File: config.mk
export PLATFORM = sky130hd
export DESIGN_NAME = q2e_cordic_cell
export DESIGN_NICKNAME = d
export VERILOG_FILES = /design/src/sv/q2e_pkg.sv /design/src/sv/q2e_cordic_cell.sv
export SDC_FILE = /design/constraint.sdc
export NUM_CORES = 1
export LEC_CHECK = 0
export CAP_MARGIN = 25
export CORE_AREA = 2 2 161 131
export CTS_BUF_LIST = sky130_fd_sc_hd__clkbuf_4
export CTS_CLUSTER_SIZE = 16
export DETAILED_ROUTE_END_ITERATION = 8
export DIE_AREA = 0 0 163 133
export DONT_BUFFER_PORTS = 1
export SLEW_MARGIN = 40
export SYNTH_ARGS = -nofsm -noshare
export SYNTH_HDL_FRONTEND = slang
export SYNTH_SLANG_ARGS = --single-unit
export TNS_END_PERCENT = 10
File: constraint.sdc
create_clock -name clk -period 4.1 [get_ports clk]
set_input_delay 1.025 -clock clk [delete_from_list [all_inputs] [get_ports clk]]
set_output_delay 1.025 -clock clk [all_outputs]
set_load 0.05 [all_outputs]
File: src/sv/q2e_pkg.sv
// ============================================================================
// q2e_pkg
// Shared constants and helpers for the quaternion to Euler angle converter.
// ============================================================================
package q2e_pkg;

    localparam int TAB_LEN = 24;
    localparam int ACC_W   = 26;
    localparam int SQW     = 62;
    localparam int SQ_STEPS = 31;

    localparam logic signed [ACC_W-1:0] DEG90 = ACC_W'(90 * 65536);

    localparam logic signed [17:0] ROLL_LIM  = 18'sd23040;
    localparam logic signed [17:0] PITCH_LIM = 18'sd11520;

    // atan(2^-i) in degrees, scaled by 65536
    localparam logic signed [ACC_W-1:0] ATAN_TAB [TAB_LEN] = '{
        26'sd2949120, 26'sd1740967, 26'sd919879, 26'sd466945,
        26'sd234379,  26'sd117304,  26'sd58666,  26'sd29335,
        26'sd14668,   26'sd7334,    26'sd3667,   26'sd1833,
        26'sd917,     26'sd458,     26'sd229,    26'sd115,
        26'sd57,      26'sd29,      26'sd14,     26'sd7,
        26'sd4,       26'sd2,       26'sd1,      26'sd0
    };

    function automatic logic signed [17:0] acc_round(
        input logic signed [ACC_W-1:0] acc,
        input logic                    zero,
        input logic signed [17:0]      lim
    );
        logic signed [ACC_W:0] t;
        logic signed [17:0]    r;
        t = {acc[ACC_W-1], acc} + (ACC_W+1)'(256);
        r = t[ACC_W:9];
        if (zero)
            r = '0;
        else if (r > lim)
            r = lim;
        else if (r < -lim)
            r = -lim;
        return r;
    endfunction

endpackage

File: src/sv/q2e_cordic_cell.sv
// ============================================================================
// q2e_cordic_cell
// One vectoring CORDIC micro-rotation, registered.
// ============================================================================
module q2e_cordic_cell #(
    parameter int CW    = 37,
    parameter int STAGE = 0
) (
    input  logic                 clk,
    input  logic                 en,
    input  logic signed [CW-1:0] x_in,
    input  logic signed [CW-1:0] y_in,
    input  logic signed [q2e_pkg::ACC_W-1:0] acc_in,
    input  logic                 zero_in,
    output logic signed [CW-1:0] x_out,
    output logic signed [CW-1:0] y_out,
    output logic signed [q2e_pkg::ACC_W-1:0] acc_out,
    output logic                 zero_out
);
    import q2e_pkg::*;

    logic signed [CW-1:0] dx;
    logic signed [CW-1:0] dy;

    assign dx = x_in >>> STAGE;
    assign dy = y_in >>> STAGE;

    always_ff @(posedge clk)
    begin
        if (en)
        begin
            if (y_in >= 0)
            begin
                x_out   <= x_in + dy;
                y_out   <= y_in - dx;
                acc_out <= acc_in + ATAN_TAB[STAGE];
            end
            else
            begin
                x_out   <= x_in - dy;
                y_out   <= y_in + dx;
                acc_out <= acc_in - ATAN_TAB[STAGE];
            end
            zero_out <= zero_in;
        end
    end

endmodule

-- Word-level counts from Yosys, hierarchy flattened
Cells that the tools add are included.
- $add $sub $neg: 5
- magnitude comparators: 1
- multiplexer cells: 3
- operator list (cell ; count):
    $mux 37 ; 2
    $sub 37x37->37 ; 2
    $add 37x37->37 ; 1
    $ge 37x1->1 const B ; 1
    $add 26x23->26 const B ; 1
    $mux 26 ; 1
    $sub 26x23->26 const B ; 1
- flip-flop bits (word level): 101
- input bits: 103
- output and inout bits: 101
- logic and storage cells: 13

-- Depth between registers and ports, before layout
Gate-level depths: netlist (run 1).
- depth after elaboration: 2
- depth in mapped cells: 13
- gate-level depth less buffers: 12

-- Worst setup path before layout (run 1)
No wires, ideal clock.
- kind: input to register
- start point: input x_in[0]
- end point: register x_out[16], data pin
- library setup time: 0.270 ns
- arrival: 3.429 ns
- required time: 3.830 ns
- setup slack: 0.402 ns
- stages on the path: 12
- buffers on the path: 0
- cells stage by stage: ha_1 -> inv_1 -> fa_1 -> o21ba_2 -> a2111oi_4 -> o21ai_4 -> o31a_1 -> o311a_1 -> nor2_1 -> a311o_1 -> mux2i_1 -> xor2_1
- cells in the longest elaborated chain, start to end: 2
- elaborated cells on any way between the ends: 3
- those cells by class: add/sub (2); mux (1)
- RTL lines (what ; RTL line ; RTL):
    from (decl) ; q2e_cordic_cell.sv:11 ; input logic signed [CW-1:0] x_in,
    $sub 37x37->37 / $add 37x37->37 (equally long branches) ; q2e_cordic_cell.sv:40, q2e_cordic_cell.sv:34 ;
    $mux 37 * ; q2e_cordic_cell.sv:32 ; if (y_in >= 0)
    to (signal assigned) ; q2e_cordic_cell.sv:34 ; x_out <= x_in + dy;
    to (signal assigned) ; q2e_cordic_cell.sv:40 ; x_out <= x_in - dy;
    to (decl) ; q2e_cordic_cell.sv:15 ; output logic signed [CW-1:0] x_out,
Every way passes the cells marked *; elsewhere a longest branch is shown, timed or not.
A chain may end at the register's enable or synchronous reset.

-- Worst setup path after layout (run 1)
- start point: input y_in[0]
- end point: register y_out[28], data pin
- cells in the longest elaborated chain, start to end: 2
- elaborated cells on any way between the ends: 4
- those cells by class: add/sub (2); order compare (1); mux (1)
- RTL lines (what ; RTL line ; RTL):
    from (decl) ; q2e_cordic_cell.sv:12 ; input logic signed [CW-1:0] y_in,
    $add 37x37->37, or another cell as far along ; q2e_cordic_cell.sv:41 ; y_out <= y_in + dx;
    $mux 37 * ; q2e_cordic_cell.sv:32 ;
    to (signal assigned) ; q2e_cordic_cell.sv:35 ; y_out <= y_in - dx;
    to (signal assigned) ; q2e_cordic_cell.sv:41 ;
    to (decl) ; q2e_cordic_cell.sv:16 ; output logic signed [CW-1:0] y_out,
Marked as above.

==> out/results.ini, run 1 <==
[yosys]
synth_xor_area_frac=0.0701
netlist_area_um2=9870
synthSimpleGateAreaFrac=0.126
synth_top_family_by_area=compound AO/OA/AOI/OAI gates
synthArstFlopShare=0
synth_fp_nets=1351
synth_fa_ha_area_frac=0.155
synth-seq-cells=100
synth_edf_count=100
yosysUniqueCellTypes=84
yosys_warnings=0
synth.avg_cell_area_um2=8.75
synth_compound_area_frac=0.259
synth_cells=1128
synthFlopType=edfxtp_1
seq_area_frac_synth=0.304
synth_mux_area_frac=0.0152

[sta]
layout_setup_ws_ns=0.587
rsz0062_at_grt=no
relSlewSlack=0.415
finalHoldViolations=0
worstMarginPinSlew_ns=0.880
finalSetupTns_ns=0
maxSlewViolCount=0
setup_viol=0
min_period_ns=3.51
fmax_mhz=285
period_share=0.857

[clocking]
cts_root_buf=clkbuf_4
clockBufferDepth=2
ctsHoldBuffers=0
post_cts_buffers=0
cts_tree=done
ctsResizeCount=0
clk_pin_slew_ns=0.18
cts_max_level=3
clkSinkCount=100
cts_made_buffers=9

[power]
p_leak_nw=4.56
power_density_nw_per_um2=354
vdd_drop_max_v=0.000193

[floorplanning]
pin_count=204
die_area_um2=21700
fp.dieW_um=163
die_h_um=133
initial_core_util=0.486
core_area_um2=20300
row_count=47

[placement]
gp_congestion=0.960
place_ws_ns=0.130
postPlaceCellArea_um2=10500
dp_hpwl_um=25600
io_buffers=0

[layout]
stdcell_area_um2=10700
nNetsFinal=1380
area_growth_pct=7.98
fin_util=0.525
drive_gt1_frac=0.107

[worst_setup_path]
endpoint_kind=flop
worst-setup-path-type=input pin to flop
cp.required_ns=4.38
worstPathArrival_ns=3.79
startpoint_type=input pin
crit_fanout=4

[detailed_routing]
routedWlPerCell_um=22.1
vias=8738
first_pass_iters=7
wl_um=31700
via_per_inst=6.10
drc=0
drtIter0Drc=930
ant_nets=0

[global_route]
grt_antenna_before_repair=1
grt_pass1_wl_um=48500
first_global_vias=8232
grt_max_degree=101
gr-usage-all-layers=0.289
grt_overflow=0

[worst_hold_path]
holdCritStartpoint=zero_in
hold_path.class=input pin to flop
min_to=zero_out
min_path_cells=0

[status]
status=completed

[flow_run]
cap_violations=0

-- synth_stat cells (10+ instances only) --
library cell  instances  area, um^2
nand2b_1             17         106
nand3_1              15        75.1
nand2_1              44         165
clkbuf_1             31         116
nand4_1              15        93.8
o21a_1               12        90.1
mux2i_1              15         150
ha_1                116        1450
inv_1               118         443
o21bai_1             33         248
nor2_1               92         345
edfxtp_1            100        3000
nor3_1               21         105
a21oi_1             124         621
o21ai_0              59         295
xnor2_1              70         613
a31oi_1              15        93.8
buf_1                10        37.5
a21o_1               31         233
nor2b_1              14        87.6
-- worst max path at each step --
stage / endpoint / slack [ns] / cells past startpoint / startpoint
after CTS: y_out[36] / 0.70 / 9 / x_in[20]
final: y_out[28] / 0.59 / 13 / y_in[0]
after global placement: y_out[36] / 0.12 / 9 / x_in[20]
after detailed placement: y_out[36] / 0.13 / 9 / x_in[20]
after global routing: x_out[34] / 0.44 / 13 / x_in[0]
after floorplan: x_out[16] / 0.40 / 12 / x_in[0]
-- worst max-delay path, stage by stage --
cell      delay [ns]
inv_1           0.02
ha_1            0.21
fa_1            0.39
nor2b_1         0.18
o21ai_0         0.18
a21oi_1         0.31
o41ai_2         0.12
buf_4           0.18
o221ai_1        0.26
a21oi_1         0.18
o21ai_0         0.31
o21ai_0         0.24
xnor2_1         0.18
-- layer usage --
metal,global-route usage,wire length (um)
met1,0.441,15300
met3,0.0577,2700
met4,0.0546,390
met2,0.424,13300
met5,0,0
-- sequential cells by signal, indices dropped and copies added (netlist names) --
name	flops
zero_out	1
y_out	36
x_out	37
acc_out	26
-- area by class of cell --
| class | instances | area (um^2) |
|---|---|---|
| antenna | 1 | 2.50 |
| clock buffer | 9 | 67.6 |
| clock inverter | 7 | 67.6 |
| tap | 269 | 337 |
| sequential | 100 | 3000 |
| timing repair buffer | 73 | 548 |
| inverter | 122 | 458 |
| fill | 1946 | 9640 |
| multi-input combinational | 851 | 6170 |
-- where the power goes --
| part | switching, W | internal [W] | leakage (nW) | total [W] |
|---|---|---|---|---|
| Sequential | 0.000624 | 0.00135 | 0.979 | 0.00197 |
| Combinational | 0.000745 | 0.000512 | 3.50 | 0.00126 |
| Clock | 0.000401 | 0.000141 | 0.0760 | 0.000542 |
| Total | 0.00177 | 0.00200 | 4.56 | 0.00377 |
-- placed cells by master, fill, tap and decap left out, drive strengths merged, types with 4 or more instances in the layout --
cell type and n:
or3 5, o211ai 8, edfxtp 100, inv 124
fa 4, a211oi 9, or2 7, ha 116
a31oi 15, nor4 5, o21bai 33, a211o 5
o31ai 7, a2111o 5, nor2b 14, o41ai 4
a22oi 4, and2 9, clkbuf 9, and3 4
a221oi 6, a21oi 125, buf 73, mux2i 15
xor2 9, o21ba 4, o21ai 71, clkinv 5
xnor2 70, nor2 92, nor3 22, nand4 15
a2111oi 6, a21o 31, o21a 12, nand2 44
nand2b 17, nand3 15, o22ai 6
-- per-stage QoR --
stage / instances / hold slack (ns) / power, W
floorplan: 1128 / 1.12 / 0.00281
global placement: 1415 / 1.12 / 0.00323
detailed placement: 1415 / 1.12 / 0.00323
CTS: 1431 / 0.565 / 0.00377
global route: 1432 / 0.550 / 0.00395
finish: 1432 / 0.598 / 0.00377
-- kinds of logic after synthesis --
family	count (synthesis)
AOI/OAI and AO/OA	382
and+or+nand+nor	255
buffers and inverters	177
adders and majority gates	120
DFF	100
xor gates and xnor gates	79
muxes	15
Note: power is estimated with default switching activity, not from simulation.
==> run 2, diff against run 1 <==
CORE_AREA = 4 4 163 133   (was 2 2 161 131)
DIE_AREA = 0 0 167 137   (was 0 0 163 133)
==> run 2 against run 1 <==
Against the previous run:
- worst hold slack worse by 0.022 ns
- largest cell class unchanged
- worst setup slack gained 0.049 ns
- final cell count is 0.49% lower
- wire length fell by 0.18%
- critical endpoint is now x_out[32]
- die area up 5.5%
- clock power barely moved
==> out/results.ini, run 2 (same netlist as run 1, synthesis figures left out) <==
[placement]
dp_hpwl_um=25700  ; +0.11%
io_buffers=0  ; unchanged
postPlaceCellArea_um2=10500  ; -0.20%
gp_congestion=0.978  ; +1.8%

[floorplanning]
row_count=46  ; -2.1%
die_area_um2=22900  ; +5.5%
core_area_um2=19900  ; -2.1%
fp.dieW_um=167  ; +2.5%
die_h_um=137  ; +3.0%
initial_core_util=0.497  ; +0.0106
pin_count=204  ; unchanged

[worst_hold_path]
hold_path.class=input pin to flop

[worst_setup_path]
worst-setup-path-type=input pin to flop
cp.depth=11  ; -2
cp-startpoint=x_in[13]
cp_slowest_cell=a2111oi_0
endpoint=x_out[32]
crit_fanout=6  ; +2
startpoint_type=input pin
critical-path-max-stage-delay_ns=0.56  ; +0.17 ns
cp.required_ns=4.38  ; about the same
path_cells=inv_1, ha_1, inv_2, a2111oi_0, a2111oi_1, buf_4, or4b_4, a31oi_1, o21ai_1, mux2i_1, xnor2_1
cp.buffers_inverters=3  ; +1
worstPathArrival_ns=3.75  ; -0.04 ns
cp_top_family=compound AO/OA/AOI/OAI gates
endpoint_kind=flop

[clocking]
post_cts_buffers=0  ; unchanged
cts_tree=done
clkSinkCount=100  ; unchanged
ctsHoldBuffers=0  ; unchanged
cts_max_level=3  ; unchanged
cts_root_buf=clkbuf_4
cts_made_buffers=9  ; unchanged
ctsResizeCount=0  ; unchanged
clockBufferDepth=2  ; unchanged
clk_pin_slew_ns=0.20  ; +0.02 ns

[global_route]
grt_pass1_wl_um=48800  ; +0.74%
grt_antenna_before_repair=1  ; unchanged
grt_max_degree=101  ; unchanged
grt_overflow=0  ; unchanged
gr-usage-all-layers=0.273  ; -0.0169
first_global_vias=8189  ; -0.52%

[detailed_routing]
drc=0  ; unchanged
via_per_inst=6.11  ; +0.13%
routedWlPerCell_um=22.2  ; +0.31%
wl_um=31700  ; -0.18%
drtIter0Drc=889  ; -4.4%
vias=8707  ; -0.35%
first_pass_iters=6  ; -1
ant_nets=0  ; unchanged

[layout]
largestRegisters=x_out (37), y_out (36), acc_out (26)
largest_register_ffs=37  ; unchanged
layout_commonest_cell=a21oi_1
fin_util=0.535  ; +0.0102
multiInputGateArea_um2=6170  ; unchanged
n_fill_cell=1892  ; -2.8%
seqCellArea_um2=3000  ; unchanged
stdcell_area_um2=10600  ; -0.22%
final_cell_mix=a21oi_1, inv_1, ha_1
area_growth_pct=7.74
largest-register=x_out
drive_gt1_frac=0.105  ; -0.00154
nNetsFinal=1378  ; -0.14%

[sta]
fmax_mhz=289  ; +1.4%
setup_viol=0  ; unchanged
rsz0062_at_grt=no
min_period_ns=3.46  ; -0.0494 ns
worstMarginPinSlew_ns=0.885  ; +0.00463 ns
period_share=0.845  ; -0.0121
finalHoldViolations=0  ; unchanged
relSlewSlack=0.411  ; -0.00308
maxSlewViolCount=0  ; unchanged
finalSetupTns_ns=0  ; unchanged

[power]
vdd_drop_max_v=0.000197  ; +1.8%
p_leak_nw=4.55  ; -0.16%
power_density_nw_per_um2=354  ; about the same

[flow_run]
cap_violations=0  ; unchanged

[status]
status=completed

run 2: worst min path at each step:
stage | from | to | slack [ns] | cells after the start
after floorplan | acc_in[0] | acc_out[0] | 1.12 | 0
after CTS | acc_in[8] | acc_out[8] | 0.54 | 0
after global placement | acc_in[7] | acc_out[7] | 1.12 | 0
final | acc_in[7] | acc_out[7] | 0.58 | 0
after detailed placement | acc_in[7] | acc_out[7] | 1.12 | 0
after global routing | acc_in[7] | acc_out[7] | 0.54 | 0
run 2: metal layers:
| metal | track usage | share of wire | wire [um] | up-vias |
|---|---|---|---|---|
| met2 | 0.400 | 0.41 | 13100 | 454 |
| met1 | 0.415 | 0.48 | 15100 | 4124 |
| met3 | 0.0595 | 0.097 | 3060 | 32 |
| met4 | 0.0486 | 0.012 | 382 | 0 |
| li1 | - | - | - | 4097 |
| met5 | 0 | 0 | 0 | - |
run 2: stage by stage:
step / hold WS (ns) / std cells / worst slack (ns) / total power (W)
3_3_place_gp: 1.12 / 1408 / 0.125 / 0.00322
4_1_cts: 0.539 / 1424 / 0.688 / 0.00377
6_report: 0.576 / 1425 / 0.636 / 0.00376
3_5_place_dp: 1.12 / 1408 / 0.137 / 0.00322
2_1_floorplan: 1.12 / 1128 / 0.402 / 0.00281
5_1_grt: 0.539 / 1425 / 0.512 / 0.00395
run 2: area by class of cell:
type | count | area share
timing repair buffer | 71 | 0.0501
clock buffer | 9 | 0.00636
clock inverter | 7 | 0.00612
inverter | 122 | 0.0431
sequential | 100 | 0.283
multi-input combinational | 851 | 0.580
antenna | 1 | 0.000235
tap | 264 | 0.0311
run 2: power breakdown:
group          switching [W]  internal, W
Sequential          0.000628      0.00135
Combinational       0.000734     0.000505
Clock               0.000403     0.000142
Total                0.00177      0.00200
