### config.mk
export PLATFORM = sky130hd
export DESIGN_NAME = q2e_cordic_pre
export DESIGN_NICKNAME = d
export VERILOG_FILES = /design/src/sv/q2e_pkg.sv /design/src/sv/q2e_cordic_pre.sv
export SDC_FILE = /design/constraint.sdc
export NUM_CORES = 1
export LEC_CHECK = 0
export ABC_AREA = 1
export BUFFER_PORTS_ARGS = -buffer_cell sky130_fd_sc_hd__buf_2
export CORE_ASPECT_RATIO = 1.25
export CORE_MARGIN = 4
export CORE_UTILIZATION = 45
export DETAILED_ROUTE_END_ITERATION = 7
export PLACE_DENSITY = 0.74
export SYNTH_ARGS = -nofsm -noshare
export SYNTH_HDL_FRONTEND = slang
export SYNTH_SLANG_ARGS = --single-unit
### constraint.sdc
create_clock -name clk -period 1.3 [get_ports clk]
set_clock_uncertainty 0.1 [all_clocks]
set_input_delay 0.065 -clock clk [delete_from_list [all_inputs] [get_ports clk]]
set_output_delay 0.065 -clock clk [all_outputs]
set_load 0.02 [all_outputs]
### src/sv/q2e_pkg.sv
// ============================================================================
// q2e_pkg
// Shared constants and helpers for the quaternion to Euler angle converter.
// ============================================================================
package q2e_pkg;

    localparam int TAB_LEN = 24;
    localparam int ACC_W   = 26;
    localparam int SQW     = 62;
    localparam int SQ_STEPS = 31;

    localparam logic signed [ACC_W-1:0] DEG90 = ACC_W'(90 * 65536);

    localparam logic signed [17:0] ROLL_LIM  = 18'sd23040;
    localparam logic signed [17:0] PITCH_LIM = 18'sd11520;

    // atan(2^-i) in degrees, scaled by 65536
    localparam logic signed [ACC_W-1:0] ATAN_TAB [TAB_LEN] = '{
        26'sd2949120, 26'sd1740967, 26'sd919879, 26'sd466945,
        26'sd234379,  26'sd117304,  26'sd58666,  26'sd29335,
        26'sd14668,   26'sd7334,    26'sd3667,   26'sd1833,
        26'sd917,     26'sd458,     26'sd229,    26'sd115,
        26'sd57,      26'sd29,      26'sd14,     26'sd7,
        26'sd4,       26'sd2,       26'sd1,      26'sd0
    };

    function automatic logic signed [17:0] acc_round(
        input logic signed [ACC_W-1:0] acc,
        input logic                    zero,
        input logic signed [17:0]      lim
    );
        logic signed [ACC_W:0] t;
        logic signed [17:0]    r;
        t = {acc[ACC_W-1], acc} + (ACC_W+1)'(256);
        r = t[ACC_W:9];
        if (zero)
            r = '0;
        else if (r > lim)
            r = lim;
        else if (r < -lim)
            r = -lim;
        return r;
    endfunction

endpackage

### src/sv/q2e_cordic_pre.sv
// ============================================================================
// q2e_cordic_pre
// Quadrant fold ahead of the CORDIC chain, with zero-vector flag.
// ============================================================================
module q2e_cordic_pre #(
    parameter int CW = 37
) (
    input  logic                 clk,
    input  logic                 en,
    input  logic signed [CW-1:0] x_in,
    input  logic signed [CW-1:0] y_in,
    output logic signed [CW-1:0] x_out,
    output logic signed [CW-1:0] y_out,
    output logic signed [q2e_pkg::ACC_W-1:0] acc_out,
    output logic                 zero_out
);
    import q2e_pkg::*;

    logic signed [CW-1:0]    x_next;
    logic signed [CW-1:0]    y_next;
    logic signed [ACC_W-1:0] acc_next;

    always_comb
    begin
        x_next   = x_in;
        y_next   = y_in;
        acc_next = '0;
        if (x_in < 0)
        begin
            if (y_in >= 0)
            begin
                x_next   = y_in;
                y_next   = -x_in;
                acc_next = DEG90;
            end
            else
            begin
                x_next   = -y_in;
                y_next   = x_in;
                acc_next = -DEG90;
            end
        end
    end

    always_ff @(posedge clk)
    begin
        if (en)
        begin
            x_out    <= x_next;
            y_out    <= y_next;
            acc_out  <= acc_next;
            zero_out <= (x_in == 0) && (y_in == 0);
        end
    end

endmodule

Word level (Yosys, flattened, before mapping)

Index checks and enable logic that the tools add are counted.

Multiplexer cells: 5
$add $sub $neg: 2
$lt $le $gt $ge: 2
Reductions and logical operators: 3

Operators by type and width:

| cell                                                                           | number |
|---|---|
| 37-bit two-way mux                                                             | 4 |
| 37-bit zero test                                                               | 2 |
| 37-bit negation                                                                | 2 |
| 37-bit by 1-bit >= comparator with 1-bit output (second input constant)        | 1 |
| 37-bit by 1-bit less-than comparator with 1-bit output (second input constant) | 1 |
| 26-bit two-way mux                                                             | 1 |
| 1-bit logical AND                                                              | 1 |

Flip-flop bits (word level): 101
Output and inout bits: 101
Word-level logic and storage cells: 16

Depth between registers and ports, before layout

Gate-level depths: netlist of the first run.

Word-level depth: 3
Gate-level depth with buffers: 11
Mapped depth without buffers: 11

Worst setup path after synthesis of the first run

OpenSTA, ideal clock, no wires.

Path type: input to register
Start point: in x_in[1]
End point: reg y_out[18] (data pin)
Cell stages on the path: 9
Data required time: 0.936 ns
Path buffers: 0
Path slack: -0.075 ns
Arrival time: 1.010 ns
Path through: inv_1 -> ha_1 -> nand2_1 -> nor2_1 -> nand2_2 -> o21ai_4 -> nand3_1 -> nand3_1 -> o21ai_1

Word-level cells in the longest chain between the ends: 3
Elaborated cells on any way between the ends: 4

Ends and longest elaborated chain:

| what                   | line                 | text |
|---|---|---|
| start: declaration     | q2e_cordic_pre.sv:10 | `input logic signed [CW-1:0] x_in,` |
| 37-bit negation        | q2e_cordic_pre.sv:33 | `y_next = -x_in;` |
| 37-bit two-way mux     | q2e_cordic_pre.sv:30 | `if (y_in >= 0)` |
| 37-bit two-way mux (*) | q2e_cordic_pre.sv:28 | `if (x_in < 0)` |
| via y_next[18]         | q2e_cordic_pre.sv:20 | `logic signed [CW-1:0] y_next;` |
| end signal: assignment | q2e_cordic_pre.sv:50 | `y_out <= y_next;` |
| end: declaration       | q2e_cordic_pre.sv:13 | `output logic signed [CW-1:0] y_out,` |

The timed path passes the listed nets; every way through them passes the cells marked *.
A chain may end at the register's enable or synchronous reset.

Final worst setup path of the first run

Start point: in y_in[14]
End point: reg x_out[25] (data pin)

Word-level cells in the longest chain between the ends: 3
Elaborated cells on any way between the ends: 4

Ends and longest elaborated chain:

| what                                                                               | line                                       | text |
|---|---|---|
| start: declaration                                                                 | q2e_cordic_pre.sv:11                       | `input logic signed [CW-1:0] y_in,` |
| 37-bit negation or 37-bit by 1-bit >= comparator with 1-bit output (tied branches) | q2e_cordic_pre.sv:38, q2e_cordic_pre.sv:30 |  |
| 37-bit two-way mux (*)                                                             | q2e_cordic_pre.sv:30                       |  |
| 37-bit two-way mux (*)                                                             | q2e_cordic_pre.sv:28                       |  |
| via x_next[25]                                                                     | q2e_cordic_pre.sv:19                       | `logic signed [CW-1:0] x_next;` |
| end signal: assignment                                                             | q2e_cordic_pre.sv:49                       | `x_out <= x_next;` |
| end: declaration                                                                   | q2e_cordic_pre.sv:12                       | `output logic signed [CW-1:0] x_out,` |

Marked as above.

==> impl_metrics.env, run 1 <==
export IMPL_worstPathMaxFanout=3
export IMPL_dp_hpwl_mm=15.5
export IMPL_post_route_period_util_pct=98.4
export IMPL_netlist_instances=770
export IMPL_worstPathCellList="buf_2, nor2_1, nand4_1, nor2_2, nand2_1, nand2_1, nand2_1, nand3_1, nand2_1"
export IMPL_whs_path_depth=4
export IMPL_ys_warnings_count=0
export IMPL_postLayoutSetupSlackWorst_ns=0.0211
export IMPL_placed_cells=1194
export IMPL_critPathMostFrequentCell="nand2_1"
export IMPL_layout_drive_gt1_share_pct=35.6
export IMPL_h_tree_depth=3
export IMPL_final_setup_viol_count=0
export IMPL_synth_seq_cells=78
export IMPL_insertedDiodeCount=0
export IMPL_p_comb_share_pct=28.0
export IMPL_critPathRequiredTime_ns=1.30
export IMPL_synth_avg_cell_area_um2=7.39
export IMPL_finalNonFillerCells=1225
export IMPL_p_sw_share_pct=31.5
export IMPL_ys_types=39
export IMPL_syn_area_um2=5690
export IMPL_max_cap_viol_count=0
export IMPL_grt_overflow_total=0
export IMPL_finalCriticalPeriod_ns=1.28
export IMPL_slowest_delay_ns=0.26
export IMPL_min_path_type="in2reg"
export IMPL_crit_type="in2reg"
export IMPL_post_drt_wl_per_cell_um=16.3
export IMPL_die_y_um=134
export IMPL_top_level_ports=177
export IMPL_grt_pass1_wl_mm=30.2
export IMPL_dr_pass1_iters=7
export IMPL_clk_pin_slew_ns=0.06
export IMPL_switching_power_uw=2470
export IMPL_first_global_vias=5892
export IMPL_clkSinkCount=78
export IMPL_dpl_cell_area_um2=7560
export IMPL_detail_route_antenna_nets=0
export IMPL_syn_to_final_growth_pct=42.4
export IMPL_rsz0062_at_grt="true"
export IMPL_die_area_um2=14500
export IMPL_cts_root_buffer="clkbuf_16"
export IMPL_seq_area_frac_synth_pct=41.2
export IMPL_coreArea_um2=12300
export IMPL_p_int_uw=5380
export IMPL_final_area_um2=8100
export IMPL_final_seq_area_um2=2340
export IMPL_grtUsageTotal_pct=27.3
export IMPL_numPortBuffers=159
export IMPL_layout_nets=1134
export IMPL_power_uw=7850
export IMPL_gp_congestion=1.00
export IMPL_rows=45
export IMPL_hold_end="x_out[29]"
export IMPL_cp_arrival_ns=1.28
export IMPL_drt_vias_per_instance=5.20
export IMPL_cts_tree="built"
export IMPL_min_from="x_in[29]"
export IMPL_hold_viol=0
export IMPL_crit_slowest_cell="nor2_1"
export IMPL_multi_input_area_um2=2980
export IMPL_die_w_um=109
export IMPL_drt_wl_total_mm=20.0
export IMPL_fmax_mhz=782
export IMPL_nFillCells=1122
export IMPL_drt_iter0_drc=595
export IMPL_critPathCaptureType="register"
export IMPL_crit_path_start_kind="input port"
export IMPL_initial_core_util_pct=46.3
export IMPL_drv_slew=0
export IMPL_num_vias=6371
export IMPL_powerDensity_nw_per_um2=970
export IMPL_hold_slack_ns=0.0293
export IMPL_total_leakage_power_uw=0.00380
export IMPL_grt_max_degree=45
export IMPL_p_clk_share_pct=32.1
export IMPL_post_place_ws_ns=-0.370
export IMPL_peakVddDrop_uv=644
export IMPL_route_detailed_drc=0
export IMPL_share_seq_of_total_power_pct=39.9
export IMPL_antenna_found_initial=0
export IMPL_cts_buffers=9
export IMPL_clockBufferDepth=2
export IMPL_status="complete, no violations"
[worst max-delay path, delay by kind of cell]
| kind | cells | cell delay [ns] |
|---|---|---|
| buf+inv | 1 | 0.13 |
| simple gates | 8 | 1.08 |
[cells by family (layout without fill, tap and decap cells)]
logic type	after synthesis	in the layout	share of synthesized area [%]
buffers and inverters	110	385	9.46
AND/OR/NAND/NOR	468	468	36.5
AO/OA/AOI/OAI	89	89	8.93
adder cells (fa/ha/maj)	2	2	0.440
flip-flops	78	78	41.2
other	1	17	0.0659
XOR/XNOR	22	22	3.39
[flip-flops by register name, summed over array words and instances, names as in the netlist]
register,flops
x_out,37
zero_out,1
acc_out,3
y_out,37
[metal layers]
| metal | track usage [%] | wire length, um | vias to the layer above |
|---|---|---|---|
| li1 | - | - | 3098 |
| met1 | 36.7 | 8020 | 2883 |
| met2 | 43.2 | 9290 | 345 |
| met3 | 5.33 | 2070 | 45 |
| met4 | 10.9 | 598 | 0 |
| met5 | 0 | 0 | - |
[synth_stat cells]
library cell / n / area, um2
o21ai_1: 31 / 155
buf_2: 10 / 50.1
clkbuf_1: 9 / 33.8
buf_1: 2 / 7.51
buf_4: 26 / 195
o22ai_1: 7 / 43.8
nand4_2: 1 / 12.5
or2_1: 1 / 6.26
edfxtp_1: 78 / 2340
xor2_1: 17 / 149
nand3_4: 1 / 17.5
nand2_1: 228 / 856
nor2_2: 11 / 68.8
a21oi_1: 5 / 25.0
o21ai_2: 6 / 52.6
nand3_2: 2 / 20.0
ha_1: 2 / 25.0
nand4_1: 17 / 106
o21ai_0: 33 / 165
nor3_1: 2 / 10.0
nand3b_1: 3 / 22.5
buf_6: 2 / 22.5
nor3_2: 1 / 10.0
xnor2_1: 5 / 43.8
nor2_1: 95 / 357
o2bb2ai_1: 1 / 8.76
o21bai_2: 1 / 11.3
inv_1: 55 / 206
nor2_4: 5 / 56.3
clkinv_1: 1 / 3.75
nand2_2: 11 / 68.8
o211ai_1: 2 / 15.0
inv_2: 5 / 18.8
a31oi_1: 1 / 6.26
conb_1: 1 / 3.75
o221ai_1: 1 / 8.76
nand2_8: 1 / 20.0
nand3_1: 89 / 445
o21ai_4: 1 / 16.3
[worst max-delay path by stage]
stage,from,end,slack [ns],cells after the start
final,y_in[14],x_out[25],0.02,9
after global placement,y_in[0],x_out[30],-0.35,10
after detailed placement,y_in[0],x_out[30],-0.37,10
after global routing,x_in[6],y_out[29],-0.01,11
after floorplan,x_in[1],y_out[18],-0.002,9
after CTS,y_in[0],x_out[30],0.01,10
[what timing repair did]
| action | CTS | global route |
|---|---|---|
| gates resized for setup | 1 | 28 |
| buffers inserted | 0 | 2 |
| hold endpoints to repair | 19 | 0 |
| cloned | 0 | 0 |
| setup endpoints to repair | 1 | 27 |
| hold buffers | 13 | 0 |
| pin swaps | 2 | 12 |
[power by group through the flow]
stage / clock [uW] / sequential, uW / combinational [uW]
global route: 2640 / 3150 / 2370
detailed placement: 0 / 3190 / 2100
global placement: 0 / 3180 / 2090
finish: 2520 / 3130 / 2200
CTS: 2530 / 3140 / 2140
floorplan: 0 / 3500 / 816
[layout by cell type (no fill, tap or decap), types with 17 or more instances in the layout]
cell | Yosys | final
conb_1 | 1 | 17
o21ai_0 | 33 | 31
nand4_1 | 17 | 17
nor2_1 | 95 | 83
nand3_1 | 89 | 87
o21ai_1 | 31 | 30
nor2_2 | 11 | 21
buf_2 | 10 | 158
inv_1 | 55 | 52
buf_4 | 26 | 129
edfxtp_1 | 78 | 78
nand2_1 | 228 | 226
xor2_1 | 17 | 17
[through the flow]
stage / utilization [%] / TNS (ns)
after detailed placement: 61.6 / -14.12
after floorplan: - / -0.00211
after global placement: 61.6 / -13.45
after CTS: 65.1 / 0
after global routing: 66.0 / -0.0284
final: 66.0 / 0
[layout make-up]
class | instances | area share (%)
tap | 164 | 2.53
timing repair buffer | 308 | 25.3
sequential | 78 | 28.9
clock inverter | 6 | 0.757
clock buffer | 10 | 2.83
multi-input combinational | 598 | 36.7
inverter | 61 | 2.89
(Power assumes the default switching activity.)
==> run 2: changes to the inputs <==
Settings changed: ABC_AREA 1 to default, CAP_MARGIN from default to 40, PLACE_DENSITY 0.74 to 0.84.
==> run 2 against run 1 <==
Net effect:
- die area decreased by 11%
- setup slack got worse by 0.56 ns
- synthesized area decreased by 12%
- via count decreased by 5.9%
- synthesized cell count decreased by 31%
- sequential share of layout area decreased by 2.5 points
- the run now ends with setup timing left
- sequential power about the same
- critical endpoint unchanged
==> impl_metrics.env, run 2 <==
export IMPL_status="complete, but fails checks"
export IMPL_violations="setup timing"
export IMPL_final_seq_area_um2=2340
export IMPL_rows=42
export IMPL_die_y_um=126
export IMPL_syn_to_final_growth_pct=76.4
export IMPL_gp_congestion=0.884
export IMPL_netlist_top_cells_count="nor2_1, edfxtp_1, a21oi_1, xnor2_1, xor2_1"
export IMPL_clk_pin_slew_ns=0.07
export IMPL_cts_buffers=9
export IMPL_route_detailed_drc=0
export IMPL_crit_slowest_cell="nor2_1"
export IMPL_fmax_mhz=543
export IMPL_nFillCells=509
export IMPL_top_level_ports=177
export IMPL_critPathRequiredTime_ns=1.29
export IMPL_grtUsageTotal_pct=27.5
export IMPL_insertedDiodeCount=0
export IMPL_share_seq_of_total_power_pct=40.3
export IMPL_seq_area_frac_synth_pct=46.6
export IMPL_coreArea_um2=10800
export IMPL_h_tree_depth=3
export IMPL_final_setup_viol_count=59
export IMPL_peakVddDrop_uv=562
export IMPL_cts_root_buffer="clkbuf_16"
export IMPL_fin_setup_tns_ns=-18.80
export IMPL_dp_hpwl_mm=12.2
export IMPL_numPortBuffers=159
export IMPL_crit_type="in2reg"
export IMPL_final_core_util_pct=82.3
export IMPL_drt_wl_total_mm=22.0
export IMPL_slowest_delay_ns=0.48
export IMPL_grt_max_degree=75
export IMPL_synth_top_cell_area_share_pct=46.6
export IMPL_p_int_uw=5280
export IMPL_p_clk_share_pct=30.0
export IMPL_postLayoutSetupSlackWorst_ns=-0.543
export IMPL_max_slew_margin_pct=60.2
export IMPL_post_drt_wl_per_cell_um=22.4
export IMPL_drv_slew=0
export IMPL_ys_types=45
export IMPL_synthArstFlopShare_pct=0
export IMPL_ys_warnings_count=0
export IMPL_initial_core_util_pct=46.6
export IMPL_grt_pass1_wl_mm=27.8
export IMPL_max_cap_viol_count=0
export IMPL_drt_vias_per_instance=6.11
export IMPL_detail_route_antenna_nets=0
export IMPL_mostFrequentLayoutCells="buf_2, buf_4, nor2_1"
export IMPL_hold_viol=0
export IMPL_synth_most_common_cell="nor2_1"
export IMPL_multi_input_area_um2=3330
export IMPL_worst_pin_slew_ns=0.595
export IMPL_switching_power_uw=2520
export IMPL_ys_top_cells_by_area="edfxtp_1, a21oi_1, nor2_1, xnor2_1, xor2_1"
export IMPL_powerDensity_nw_per_um2=880
export IMPL_die_w_um=103
export IMPL_worstPathMaxFanout=5
export IMPL_grt_overflow_total=0
export IMPL_largest_registers="x_out (37), y_out (37), acc_out (3)"
export IMPL_syn_area_um2=5020
export IMPL_crit_path_start_kind="input port"
export IMPL_rsz0062_at_grt="true"
export IMPL_antenna_found_initial=0
export IMPL_power_uw=7800
export IMPL_num_vias=5992
export IMPL_synth_avg_cell_area_um2=9.43
export IMPL_yosysTopAreaCell="edfxtp_1"
export IMPL_synth_flop_cell="edfxtp_1"
export IMPL_cp_arrival_ns=1.83
export IMPL_cts_tree="built"
export IMPL_synth_seq_cells=78
export IMPL_hold_slack_ns=0.0212
export IMPL_p_comb_share_pct=29.7
export IMPL_p_sw_share_pct=32.3
export IMPL_clkSinkCount=78
export IMPL_total_leakage_power_uw=0.00378
export IMPL_synth_edff_count=78
export IMPL_worstPathCellList="buf_2, nor2_1, nand2_4, buf_4, o41ai_4, xor2_1, a21oi_1"
export IMPL_critPathCaptureType="register"
export IMPL_post_route_period_util_pct=142
export IMPL_first_global_vias=5477
export IMPL_post_place_ws_ns=-0.787
export IMPL_layout_drive_gt1_share_pct=54.2
export IMPL_die_area_um2=12900
export IMPL_drt_iter0_drc=515
export IMPL_finalCriticalPeriod_ns=1.84
export IMPL_final_common_cell="buf_2"
export IMPL_netlist_instances=533
export IMPL_dr_pass1_iters=5
export IMPL_layout_nets=923
export IMPL_min_path_type="in2reg"
export IMPL_clockBufferDepth=2
run 2: cell count changes in the layout (fill, tap and decap cells not counted), sizes merged, moves of 38 or more:
cell,change
nand2,-221
nand3,-85
a21oi,+71
o21ai,-63
inv,-50
buf,+38
run 2: metal layers:
layer  vias up  track usage, %  wire, um
met5         -               0         0
met2       464            47.3     10900
met4         0            13.4      1570
met1      2853            32.2      7500
li1       2531               -         -
met3       144            5.31      1970
run 2: worst paths after layout:
kind	slack (ns)	start	to	cells after the start
max	-0.54	y_in[23]	x_out[25]	7
min	0.02	x_in[0]	y_out[0]	4
run 2: cell families (layout without fill, tap and decap cells):
kind of cell,after synthesis,count (layout),synth area share [%]
AND/OR/NAND/NOR,193,194,19.2
multiplexers,3,3,0.623
other,1,17,0.0746
XOR/XNOR,65,65,11.3
buffers and inverters,65,364,6.67
AO/OA/AOI/OAI,126,126,15.0
flip-flops,78,78,46.6
adder cells (fa/ha/maj),2,2,0.498
run 2: through the flow:
stage	instance area [um2]	std cells
after CTS	8100	943
after global placement	7100	906
final	8860	981
after detailed placement	7100	906
after floorplan	5460	549
after global routing	8860	981
run 2: worst max-delay path: cells and delay by family:
family,cells,cell delay [ns]
buffers and inverters,2,0.34
xor gates and xnor gates,1,0.21
and+or+nand+nor,2,0.68
AOI/OAI and AO/OA,2,0.53
run 2: power by group through the flow:
| stage | combinational [uW] | clock [uW] | sequential (uW) |
|---|---|---|---|
| after floorplan | 731 | 0 | 3520 |
| after global placement | 1900 | 0 | 3190 |
| after detailed placement | 1930 | 0 | 3190 |
| after CTS | 2090 | 2320 | 3140 |
| after global routing | 2430 | 2470 | 3170 |
| final | 2310 | 2340 | 3140 |
run 2: timing repair:
action | CTS | global route
endpoints found under the hold margin | 3 | 0
hold buffers | 4 | 0
endpoints found under the setup margin | 60 | 61
buffers inserted | 18 | 39
resized for setup | 100 | 77
pin swaps | 77 | 83
cloned | 1 | 1
run 2: cell type report:
type / count / share of cell area [%]
repair buffers: 338 / 30.4
flip-flops and latches: 78 / 26.4
inverters: 11 / 0.748
well taps: 132 / 1.86
clock buffers: 9 / 2.54
clock inverters: 6 / 0.452
multi-input cells: 407 / 37.6
