`src/sv/q2e_pkg.sv`:
```
// ============================================================================
// q2e_pkg
// Shared constants and helpers for the quaternion to Euler angle converter.
// ============================================================================
package q2e_pkg;

    localparam int TAB_LEN = 24;
    localparam int ACC_W   = 26;
    localparam int SQW     = 62;
    localparam int SQ_STEPS = 31;

    localparam logic signed [ACC_W-1:0] DEG90 = ACC_W'(90 * 65536);

    localparam logic signed [17:0] ROLL_LIM  = 18'sd23040;
    localparam logic signed [17:0] PITCH_LIM = 18'sd11520;

    // atan(2^-i) in degrees, scaled by 65536
    localparam logic signed [ACC_W-1:0] ATAN_TAB [TAB_LEN] = '{
        26'sd2949120, 26'sd1740967, 26'sd919879, 26'sd466945,
        26'sd234379,  26'sd117304,  26'sd58666,  26'sd29335,
        26'sd14668,   26'sd7334,    26'sd3667,   26'sd1833,
        26'sd917,     26'sd458,     26'sd229,    26'sd115,
        26'sd57,      26'sd29,      26'sd14,     26'sd7,
        26'sd4,       26'sd2,       26'sd1,      26'sd0
    };

    function automatic logic signed [17:0] acc_round(
        input logic signed [ACC_W-1:0] acc,
        input logic                    zero,
        input logic signed [17:0]      lim
    );
        logic signed [ACC_W:0] t;
        logic signed [17:0]    r;
        t = {acc[ACC_W-1], acc} + (ACC_W+1)'(256);
        r = t[ACC_W:9];
        if (zero)
            r = '0;
        else if (r > lim)
            r = lim;
        else if (r < -lim)
            r = -lim;
        return r;
    endfunction

endpackage

```
`src/sv/q2e_sqrt_cell.sv`:
```
// ============================================================================
// q2e_sqrt_cell
// One restoring step of the integer square root, registered.
// ============================================================================
module q2e_sqrt_cell #(
    parameter int K = 0
) (
    input  logic                 clk,
    input  logic                 en,
    input  logic [q2e_pkg::SQW-1:0] v_in,
    input  logic [q2e_pkg::SQW-1:0] r_in,
    output logic [q2e_pkg::SQW-1:0] v_out,
    output logic [q2e_pkg::SQW-1:0] r_out
);
    import q2e_pkg::*;

    localparam logic [SQW-1:0] BIT = SQW'(1) << (2 * K);

    logic [SQW-1:0] trial;
    logic [SQW-1:0] v_next;
    logic [SQW-1:0] r_next;

    always_comb
    begin
        trial = r_in + BIT;
        if (v_in >= trial)
        begin
            v_next = v_in - trial;
            r_next = (r_in >> 1) + BIT;
        end
        else
        begin
            v_next = v_in;
            r_next = r_in >> 1;
        end
    end

    always_ff @(posedge clk)
    begin
        if (en)
        begin
            v_out <= v_next;
            r_out <= r_next;
        end
    end

endmodule

```
`config.mk`:
```
export PLATFORM = sky130hd
export DESIGN_NAME = q2e_sqrt_cell
export DESIGN_NICKNAME = d
export VERILOG_FILES = /design/src/sv/q2e_pkg.sv /design/src/sv/q2e_sqrt_cell.sv
export SDC_FILE = /design/constraint.sdc
export NUM_CORES = 1
export LEC_CHECK = 0
export BUFFER_PORTS_ARGS = -buffer_cell sky130_fd_sc_hd__buf_4
export CORE_MARGIN = 1
export CORE_UTILIZATION = 50
export DETAILED_ROUTE_END_ITERATION = 6
export GPL_ROUTABILITY_DRIVEN = 0
export GPL_TIMING_DRIVEN = 1
export PLACE_DENSITY_LB_ADDON = 0.2
export SETUP_SLACK_MARGIN = 0.2
export SLEW_MARGIN = 30
export SYNTH_ARGS = -nofsm -noshare
export SYNTH_HDL_FRONTEND = slang
export SYNTH_SLANG_ARGS = --single-unit
```
`constraint.sdc`:
```
create_clock -name clk -period 8.9 [get_ports clk]
set_clock_uncertainty 0.1 [all_clocks]
set_input_delay 0.445 -clock clk [delete_from_list [all_inputs] [get_ports clk]]
set_output_delay 0.445 -clock clk [all_outputs]
set_load 0.02 [all_outputs]
```
Word level (Yosys, flattened, before mapping)
Index checks and enable logic that the tools add are counted.
Widths: inputs -> output; s select.

cells by class
  mux-type cells = 2
  $add $sub $neg = 3
  $lt $le $gt $ge = 1

operators by type and width
  cell                   count
  $add 61x1->62 const B  1
  $add 62x1->62 const B  1
  $ge 62x62->1           1
  $mux 62                1
  $sub 62x62->62         1
  $mux 61                1

storage, ports and cells
  output and inout port bits = 124
  register bits = 124
  bits of input ports = 126
  logic and storage cells = 9

Longest topological paths before layout
Gate-level depths: netlist of run 1.

  depth after elaboration = 3
  depth in mapped cells = 23
  gate-level depth less buffers = 19

Worst setup path before layout of run 1
No wires, ideal clock.

  path kind = input-to-reg
  from = input port r_in[1] (netlist bit)
  to = register r_out[44] (netlist bit) (data pin)
  stages on the path = 21
  data required time = 8.542 ns
  setup time = 0.258 ns
  setup slack = 3.751 ns
  buffers on the path = 2
  data arrival time = 4.791 ns
  cells stage by stage = ha_1 > nand3_1 > nor2_2 > nand3_1 > nor4_2 > nand3_1 > nor4_2 > nand4_1 > xnor2_1 > ha_1 > a21o_1 > a21o_1 > a21o_1 > a21o_1 > a221o_1 > a221oi_4 > and2_1 > buf_6 > buf_6 > nor2_1 > xnor2_1

on the way
  longest elaborated chain between the ends = 3
  elaborated cells on any way between the ends = 4
  those cells by class = add/sub: 2; order compare: 1; mux: 1

ends and longest elaborated chain
  element               line                 source
  from (decl)           q2e_sqrt_cell.sv:11  input logic [q2e_pkg::SQW-1:0] r_in,
  $add 62x1->62         q2e_sqrt_cell.sv:25  trial = r_in + BIT;
  $ge 62x62->1          q2e_sqrt_cell.sv:26  if (v_in >= trial)
  $mux 61 (*)           q2e_sqrt_cell.sv:26
  named net r_next[44]  q2e_sqrt_cell.sv:21  logic [SQW-1:0] r_next;
  to (signal assigned)  q2e_sqrt_cell.sv:43  r_out <= r_next;
  to (decl)             q2e_sqrt_cell.sv:13  output logic [q2e_pkg::SQW-1:0] r_out

Mark *: on every way through the listed nets, which the timed path passes. The rest lies on a longest branch.
A chain may end at the register's enable or synchronous reset.

Worst setup path after layout of run 1
  from = input port r_in[1] (netlist bit)
  to = register r_out[17] (netlist bit) (data pin)

The elaborated chain is that of the path after synthesis.

==> impl_metrics.csv, run 1 <==
group,metric,value,unit
floorplan,ios,250,
setup_path,worst_ep_required_time,8.97,ns
logic_synthesis,synthCells,1251,
logic_synthesis,synth_top_family_by_area,"simple AND/OR/NAND/NOR gates",
logic_synthesis,synthTopCellsByCount,"a21oi_1, nand2_1, edfxtp_1",
logic_synthesis,syn_nets,1442,
drt,via_count,10570,
drt,first_pass_iters,5,
global_routing,grt_pass1_vias,9789,
logic_synthesis,yosysSeqAreaShare,34.69,%
global_routing,groute.usage.overall,32.14,%
global_routing,grt_start_max_net_pins,105,
setup_path,crit_family,"simple AND/OR/NAND/NOR gates",
hold_path,hp-class,"input pin to flip-flop",
logic_synthesis,synth_most_common_cell,"a21oi_1",
global_routing,grt_pass1_wl,53910,um
timing,slew-limit-headroom,32.46,%
cts,cts_inserted_buffers,17,
cts,cts_buffer_depth,2,
drt,wl,36030,um
global_routing,antenna_found_initial,0,
floorplan,dieArea,22060,um^2
cts,ctsHoldBuffers,0,
floorplan,die-width,148.5,um
setup_path,crit_path_max_fanout,22,
logic_synthesis,synthesis.area,10730,um^2
timing,setup_tns,0,ns
timing,layout_setup_ws,2.404,ns
cts,cts-resized-gates,0,
logic_synthesis,synthDominantCellAreaShare,34.69,%
finish,utilization,62.83,%
timing,rsz0062_at_grt,"false",
setup_path,cpMostUsedCell,"a21o_1",
finish,finalNetCount,1644,
pwr,power_density,160.3,nW/um^2
floorplan,fp.dieH,148.5,um
logic_synthesis,synth_compound_area_share,16.36,%
floorplan,fp.coreArea,21020,um^2
global_routing,overflow,0,
place,place_inst,1709,
logic_synthesis,yosys.area_share.simple,22.45,%
timing,setup_viol,0,
logic_synthesis,synth_flop_cell,"edfxtp_1",
timing,drv_slew,0,
setup_path,arrival,6.57,ns
logic_synthesis,synth-edff-count,124,
timing,finalCritPeriodShare,72.99,%
logic_synthesis,synth_warnings,0,
timing,fmax,0.1539,GHz
pwr,p_total,2.117,mW
cts,clkSinkCount,124,
setup_path,slowest_delay,0.87,ns
setup_path,crit_slowest_cell,"and2_1",
setup_path,worstPathCellList,"buf_4, ha_1, nand3_1, nor2_2, nand3_1, nor4_2, buf_4, nand3_1, nor4_2, nand4_1, xnor2_1, ha_1, a21o_1, a21o_1, a21o_1, a21o_1, a221o_1, a221oi_4, and2_1, buf_4, nor3_1, xor2_1",
place,place_hpwl,27960,um
finish,num_antenna_cells,0,
place,preCtsSetupSlack,2.215,ns
cts,clk_pin_slew,0.06,ns
drt,drc,0,
logic_synthesis,synthArstFlopShare,0,%
finish,instances_no_fill,1741,
outcome,status,"finished clean",
setup_path,endpoint_kind,"flip-flop",
drt,detail_route.iter0.violations,936,
logic_synthesis,synthTopCellsByArea,"edfxtp_1, xnor2_1, ha_1",
finish,syn_to_final_growth,23.06,%
timing,fin_crit,6.496,ns
cts,htree_levels,4,
place,port_buffers,249,
cts,post-cts-setup-buffers,0,
cts,cts-root-buf,"clkbuf_16",
timing,worstMarginPinSlew,1.013,ns
logic_synthesis,synthAdderAreaFrac,7.647,%
pwr,ir_drop,0.0001324,V
drt,drtAntennaViolNets,0,
floorplan,row_count,53,
finish,drive_above_1_share,20.80,%
drt,wire_per_inst,20.70,um
timing,hold_viol,0,
logic_synthesis,synth-xor-area-share,14.60,%
setup_path,start_kind,"input pin",
logic_synthesis,ys_ff_latch,124,
logic_synthesis,synth_cell_type_count,71,
logic_synthesis,synth_area_per_cell,8.579,um^2
setup_path,path_buf_inv,3,
pwr,p_leak,5.270,nW
drt,via_per_inst,6.072,
job,drv_cap,0,
cts,cts_tree,"built",
floorplan,initial_core_util,51.06,%
setup_path,crit_type,"input pin to flip-flop",
logic_synthesis,muxShareOfSynthArea,0,%
logic_synthesis,synth_top_area_cell,"edfxtp_1",
kinds of logic (layout without fill, tap and decap cells):
logic type,Yosys count,count (layout)
adders and majority gates,65,65
buffers and inverters,102,317
AOI/OAI and AO/OA,289,289
and+or+nand+nor,493,493
DFF,124,124
xor gates and xnor gates,178,178
stage by stage:
step	hold WS [ns]	area, um^2
3_5_place_dp	0.6409	12650
3_3_place_gp	0.6364	12650
6_report	0.2080	13210
2_1_floorplan	0.4575	10730
4_1_cts	0.2052	13200
5_1_grt	0.2367	13210
final cells by class:
cell class              instances  area, um^2
clock buffers                  18       429.2
repair buffers                254        1907
inverters                      31       116.4
well taps                     275       344.1
flip-flops and latches        124        3724
multi-input cells            1025        6568
clock inverters                14       120.1
fillers                      1840        7814
placed cells by master (no fill, tap or decap), drive strengths merged, types with 24 or more instances in the layout:
master  instances
nand4          55
a21o           33
and3           24
xor2           75
a21oi         138
o21ai          50
buf           254
nand2         136
nand3          58
ha             64
nor2          125
edfxtp        124
xnor2         103
inv            34
nor3           32
sequential cells by signal, summed over array words and instances, names as in the netlist:
name	count
r_out	62
v_out	62
worst paths after layout:
| kind | from | endpoint | cells after the start |
|---|---|---|---|
| setup / recovery | r_in[1] | r_out[17] | 22 |
| hold / removal | v_in[59] | v_out[59] | 3 |
metal layers:
layer	GRT usage (%)	wire length [um]	vias to the layer above
li1	-	-	4931
met1	42.65	14210	4879
met2	52.22	16750	677
met3	5.890	3963	84
met4	11.60	1112	0
met5	0	0	-
where the power goes:
part           switching (mW)  internal [mW]
clock network           0.280          0.383
registers              0.0245          0.727
logic                   0.426          0.276
Note: power is estimated with default switching activity, not from simulation.
==> run 2, diff against run 1 <==
--- a/config.mk
+++ b/config.mk
@@ -5,6 +5,7 @@
 export SDC_FILE = /design/constraint.sdc
 export NUM_CORES = 1
 export LEC_CHECK = 0
+export ABC_AREA = 1
 export BUFFER_PORTS_ARGS = -buffer_cell sky130_fd_sc_hd__buf_4
 export CORE_MARGIN = 1
 export CORE_UTILIZATION = 50
==> constraint.sdc (replaced) <==
create_clock -name clk -period 5.7 [get_ports clk]
set_clock_uncertainty 0.1 [all_clocks]
set_input_delay 0.285 -clock clk [delete_from_list [all_inputs] [get_ports clk]]
set_output_delay 0.285 -clock clk [all_outputs]
set_load 0.02 [all_outputs]
==> impl_metrics.csv, run 2 <==
group,metric,value,unit
cts,cts_inserted_buffers,17,
drt,detail_route.iter0.violations,2092,
cts,htree_levels,4,
timing,slew-limit-headroom,25.73,%
setup_path,slowest_delay,0.39,ns
timing,hold_viol,0,
pwr,p_leak,8.945,nW
logic_synthesis,ys_ff_latch,124,
logic_synthesis,synth_area_per_cell,6.077,um^2
drt,wl,53570,um
place,port_buffers,249,
logic_synthesis,synthTopCellsByCount,"nand2_1, inv_1, nor2_1",
place,place_hpwl,42710,um
global_routing,groute.usage.overall,37.50,%
cts,clk_pin_slew,0.07,ns
logic_synthesis,synthesis.area,13780,um^2
floorplan,fp.coreArea,27030,um^2
setup_path,crit_type,"input pin to flip-flop",
timing,fin_crit,4.856,ns
finish,multiInputGateArea,8210,um^2
cts,cts_tree,"built",
drt,dr.max_layer_used,"met4",
hold_path,hp-class,"input pin to flip-flop",
drt,first_pass_iters,7,
timing,fmax,0.2059,GHz
logic_synthesis,synth_most_common_cell,"nand2_1",
pwr,ir_drop,0.0001733,V
logic_synthesis,syn_nets,2459,
setup_path,critical_path_cell_count,23,
place,preCtsSetupSlack,0.7701,ns
drt,wire_per_inst,18.66,um
logic_synthesis,synth_flop_cell,"edfxtp_1",
setup_path,crit_path_max_fanout,34,
logic_synthesis,synthDominantCellAreaShare,27.02,%
logic_synthesis,synth-edff-count,124,
cts,clkSinkCount,124,
cts,cts-resized-gates,0,
floorplan,row_count,60,
cts,post-cts-setup-buffers,0,
finish,finalNetCount,2708,
finish,layout_common_cells,"nand2_1, inv_1, buf_4",
floorplan,ios,250,
cts,cts-root-buf,"clkbuf_16",
floorplan,dieArea,28230,um^2
pwr,power_density,232.8,nW/um^2
drt,drtAntennaViolNets,0,
drt,drt-met1-wl,20400,um
floorplan,die-width,168.0,um
timing,drv_slew,0,
drt,wl_met2,23290,um
logic_synthesis,synthTopCellsByArea,"edfxtp_1, nand2_1, inv_1",
outcome,violations,"DRC",
setup_path,worst_ep_required_time,5.91,ns
finish,num_antenna_cells,0,
setup_path,arrival,5.07,ns
floorplan,initial_core_util,51.00,%
outcome,status,"finished with violations",
finish,seqCellArea,3724,um^2
finish,largestRegisters,"r_out: 62 flops, v_out: 62 flops",
global_routing,overflow,0,
timing,setup_tns,0,ns
global_routing,grt_pass1_vias,14550,
logic_synthesis,synthCells,2268,
finish,nFillCells,2620,
cts,cts_buffer_depth,2,
timing,finalCritPeriodShare,85.20,%
drt,via_count,15790,
drt,via_per_inst,5.500,
setup_path,crit_family,"simple AND/OR/NAND/NOR gates",
logic_synthesis,synth_warnings,0,
timing,worstMarginPinSlew,1.104,ns
finish,drive_above_1_share,12.81,%
global_routing,grt_pass1_wl,79600,um
logic_synthesis,synth_cell_type_count,36,
setup_path,worstPathCellList,"buf_4, ha_1, nand2_1, nor2_1, nand2_1, nor2_2, nand2_1, nor3_2, nand2_1, nor2_1, xor2_1, ha_1, nand2_1, inv_2, nand2_1, nor3_2, nand2_1, a21oi_2, nor2_4, nand2_8, buf_4, nand3_1, nand2_1",
finish,final_common_cell,"nand2_1",
floorplan,fp.dieH,168.0,um
setup_path,start_kind,"input pin",
logic_synthesis,yosysSeqAreaShare,27.02,%
logic_synthesis,synthArstFlopShare,0,%
timing,setup_viol,0,
timing,rsz0062_at_grt,"false",
timing,layout_setup_ws,0.8436,ns
logic_synthesis,synth_top_area_cell,"edfxtp_1",
pwr,p_total,3.865,mW
setup_path,endpoint_kind,"flip-flop",
global_routing,antenna_found_initial,0,
drt,drc,16,
cts,ctsHoldBuffers,0,
setup_path,path_buf_inv,3,
setup_path,cpMostUsedCell,"nand2_1",
finish,syn_to_final_growth,20.45,%
global_routing,grt_start_max_net_pins,99,
drt,met3_length,6280,um
setup_path,crit_slowest_cell,"nor2_2",
job,drv_cap,0,
hold_path,min_path_cells,3,
[run 2: worst paths after layout]
kind / slack, ns / start / end
worst max-delay path: 0.84 / r_in[1] / v_out[47]
worst min-delay path: 0.02 / v_in[12] / v_out[12]
[run 2: final cells by class]
type / count / share of cell area (%)
flip-flops and latches: 124 / 22.43
inverters: 441 / 9.972
well taps: 341 / 2.570
multi-input cells: 1675 / 49.46
clock inverters: 15 / 1.259
clock buffers: 17 / 2.563
repair buffers: 258 / 11.74
[run 2: cells by family (layout without fill, tap and decap cells)]
logic type / after synthesis / in the layout / synth area share (%)
adders and majority gates: 65 / 65 / 5.956
buffers and inverters: 469 / 731 / 13.41
AOI/OAI and AO/OA: 105 / 105 / 3.877
and+or+nand+nor: 1360 / 1360 / 40.53
DFF: 124 / 124 / 27.02
xor gates and xnor gates: 145 / 145 / 9.215
[run 2: worst min-delay path, cell delays in order]
cell     delay, ns
buf_4         0.09
nand2_1       0.04
nand2_1       0.04
[run 2: through the flow]
step                area [um^2]  utilization (%)  hold slack (ns)  std cells
floorplan                 13780                -           0.2975       2268
global placement          15970            59.07           0.4694       2839
detailed placement        15970            59.07           0.4667       2839
CTS                       16600            61.42          0.02272       2871
global route              16600            61.42          0.01679       2871
finish                    16600            61.42          0.01687       2871
[run 2: report_power, final]
part	internal [mW]	switching [mW]	leakage [nW]	total, mW
registers	1.16	0.0411	1.21	1.21
logic	0.482	0.922	7.43	1.40
clock network	0.743	0.512	0.309	1.25
[run 2: layer usage]
layer	GRT usage, %	vias up
met5	0	-
met4	22.10	0
met3	8.862	240
met2	59.91	1115
met1	46.16	6975
li1	-	7460
==> run 3, diff against run 2 <==
==> constraint.sdc (replaced) <==
create_clock -name clk -period 5.9 [get_ports clk]
set_clock_uncertainty 0.1 [all_clocks]
set_input_delay 0.295 -clock clk [delete_from_list [all_inputs] [get_ports clk]]
set_output_delay 0.295 -clock clk [all_outputs]
set_load 0.02 [all_outputs]
==> impl_metrics.csv, run 3 (synthesis results as in run 2) <==
group,metric,value,unit
setup_path,path_buf_inv,4,
global_routing,antenna_found_initial,0,
setup_path,crit_start,"r_in[1]",
floorplan,row_count,60,
finish,finalNetCount,2705,
floorplan,fp.coreArea,27030,um^2
pwr,power_density,224.5,nW/um^2
cts,cts_inserted_buffers,17,
setup_path,critical_path_cell_count,20,
drt,drc,4,
floorplan,ios,250,
drt,first_pass_iters,7,
setup_path,crit_path_max_fanout,54,
floorplan,fp.dieH,168.0,um
drt,via_count,15920,
setup_path,endpoint_kind,"flip-flop",
global_routing,grt_start_max_net_pins,112,
cts,cts-resized-gates,0,
outcome,violations,"DRC",
setup_path,crit_slowest_cell,"buf_4",
finish,layout_common_cells,"nand2_1, inv_1, buf_4",
cts,cts_tree,"built",
setup_path,critPathCapture,"v_out[54]",
place,preCtsSetupSlack,0.8692,ns
hold_path,hp-class,"input pin to flip-flop",
timing,fin_crit,4.885,ns
timing,rsz0062_at_grt,"false",
pwr,p_leak,8.926,nW
finish,utilization,61.36,%
setup_path,worstPathCellList,"buf_4, ha_1, nand3_1, inv_1, nand2_1, nor2_1, nand3_1, nor3_1, xor2_1, ha_1, a21oi_1, o21ai_0, a21oi_1, nand3_2, nor2_4, nand2_8, inv_2, buf_4, nand2_1, nand2_1",
timing,fmax,0.2047,GHz
global_routing,grt_pass1_vias,14680,
finish,syn_to_final_growth,20.33,%
global_routing,grt_pass1_wl,79680,um
cts,ctsHoldBuffers,0,
job,drv_cap,0,
global_routing,overflow,0,
timing,hold_viol,0,
timing,slew-limit-headroom,41.59,%
timing,setup_tns,0,ns
cts,post-cts-setup-buffers,0,
place,place_hpwl,42430,um
finish,final_common_cell,"nand2_1",
setup_path,arrival,5.09,ns
drt,detail_route.iter0.violations,1992,
drt,drtAntennaViolNets,0,
setup_path,slowest_delay,0.47,ns
drt,wl,52950,um
cts,htree_levels,4,
finish,drive_above_1_share,12.70,%
setup_path,start_kind,"input pin",
finish,largestRegisters,"r_out: 62 flops, v_out: 62 flops",
finish,num_antenna_cells,0,
pwr,ir_drop,0.0001450,V
timing,finalCritPeriodShare,82.80,%
cts,clk_pin_slew,0.07,ns
timing,worstMarginPinSlew,0.8729,ns
cts,clkSinkCount,124,
setup_path,crit_family,"simple AND/OR/NAND/NOR gates",
cts,cts-root-buf,"clkbuf_16",
timing,drv_slew,0,
place,port_buffers,249,
setup_path,worst_ep_required_time,6.10,ns
setup_path,crit_type,"input pin to flip-flop",
drt,via_per_inst,5.551,
timing,setup_viol,0,
setup_path,cpMostUsedCell,"nand2_1",
floorplan,initial_core_util,51.00,%
timing,layout_setup_ws,1.015,ns
outcome,status,"finished with violations",
floorplan,die-width,168.0,um
global_routing,groute.usage.overall,37.51,%
drt,wire_per_inst,18.46,um
floorplan,dieArea,28230,um^2
cts,cts_buffer_depth,2,
[run 3: stage by stage]
stage | cell area [um^2] | hold slack (ns) | cells | power, mW
after floorplan | 13780 | 0.3075 | 2268 | 1.989
after global placement | 15940 | 0.4791 | 2836 | 2.476
after detailed placement | 15940 | 0.4816 | 2836 | 2.497
after CTS | 16580 | 0.03904 | 2868 | 3.692
after global routing | 16580 | 0.05044 | 2868 | 3.871
final | 16580 | 0.04066 | 2868 | 3.723
[run 3: worst min path at each step]
stage / startpoint / endpoint / slack (ns) / cells past startpoint
2_1_floorplan: en / r_out[0] / 0.31 / 0
3_3_place_gp: v_in[13] / v_out[13] / 0.48 / 3
3_5_place_dp: v_in[12] / v_out[12] / 0.48 / 3
4_1_cts: v_in[4] / v_out[4] / 0.04 / 3
5_1_grt: v_in[13] / v_out[13] / 0.05 / 3
6_report: v_in[4] / v_out[4] / 0.04 / 3
[run 3: routing by layer]
metal	track usage, %	vias up	part of all wire, %
met5	0	-	0
met4	24.81	0	7.4
met3	6.347	223	12
met2	59.51	1169	43
met1	47.08	7072	37
li1	-	7457	-
[run 3: layout make-up]
cell class                      instances  area (um^2)
Clock buffer                           18        429.2
Clock inverter                         14        207.7
Fill cell                            2616        10440
Inverter                              441         1655
Multi-Input combinational cell       1675         8210
Sequential cell                       124         3724
Tap cell                              341        426.7
Timing Repair Buffer                  255         1931
[run 3: where the power goes]
| group | switching (mW) | internal (mW) |
|---|---|---|
| clock | 0.487 | 0.719 |
| combinational | 0.887 | 0.463 |
| sequential | 0.0415 | 1.13 |
[run 3: tightest hold or removal path, stage by stage]
cell,delay [ns]
buf_4,0.09
nand2_1,0.04
nand2_1,0.04
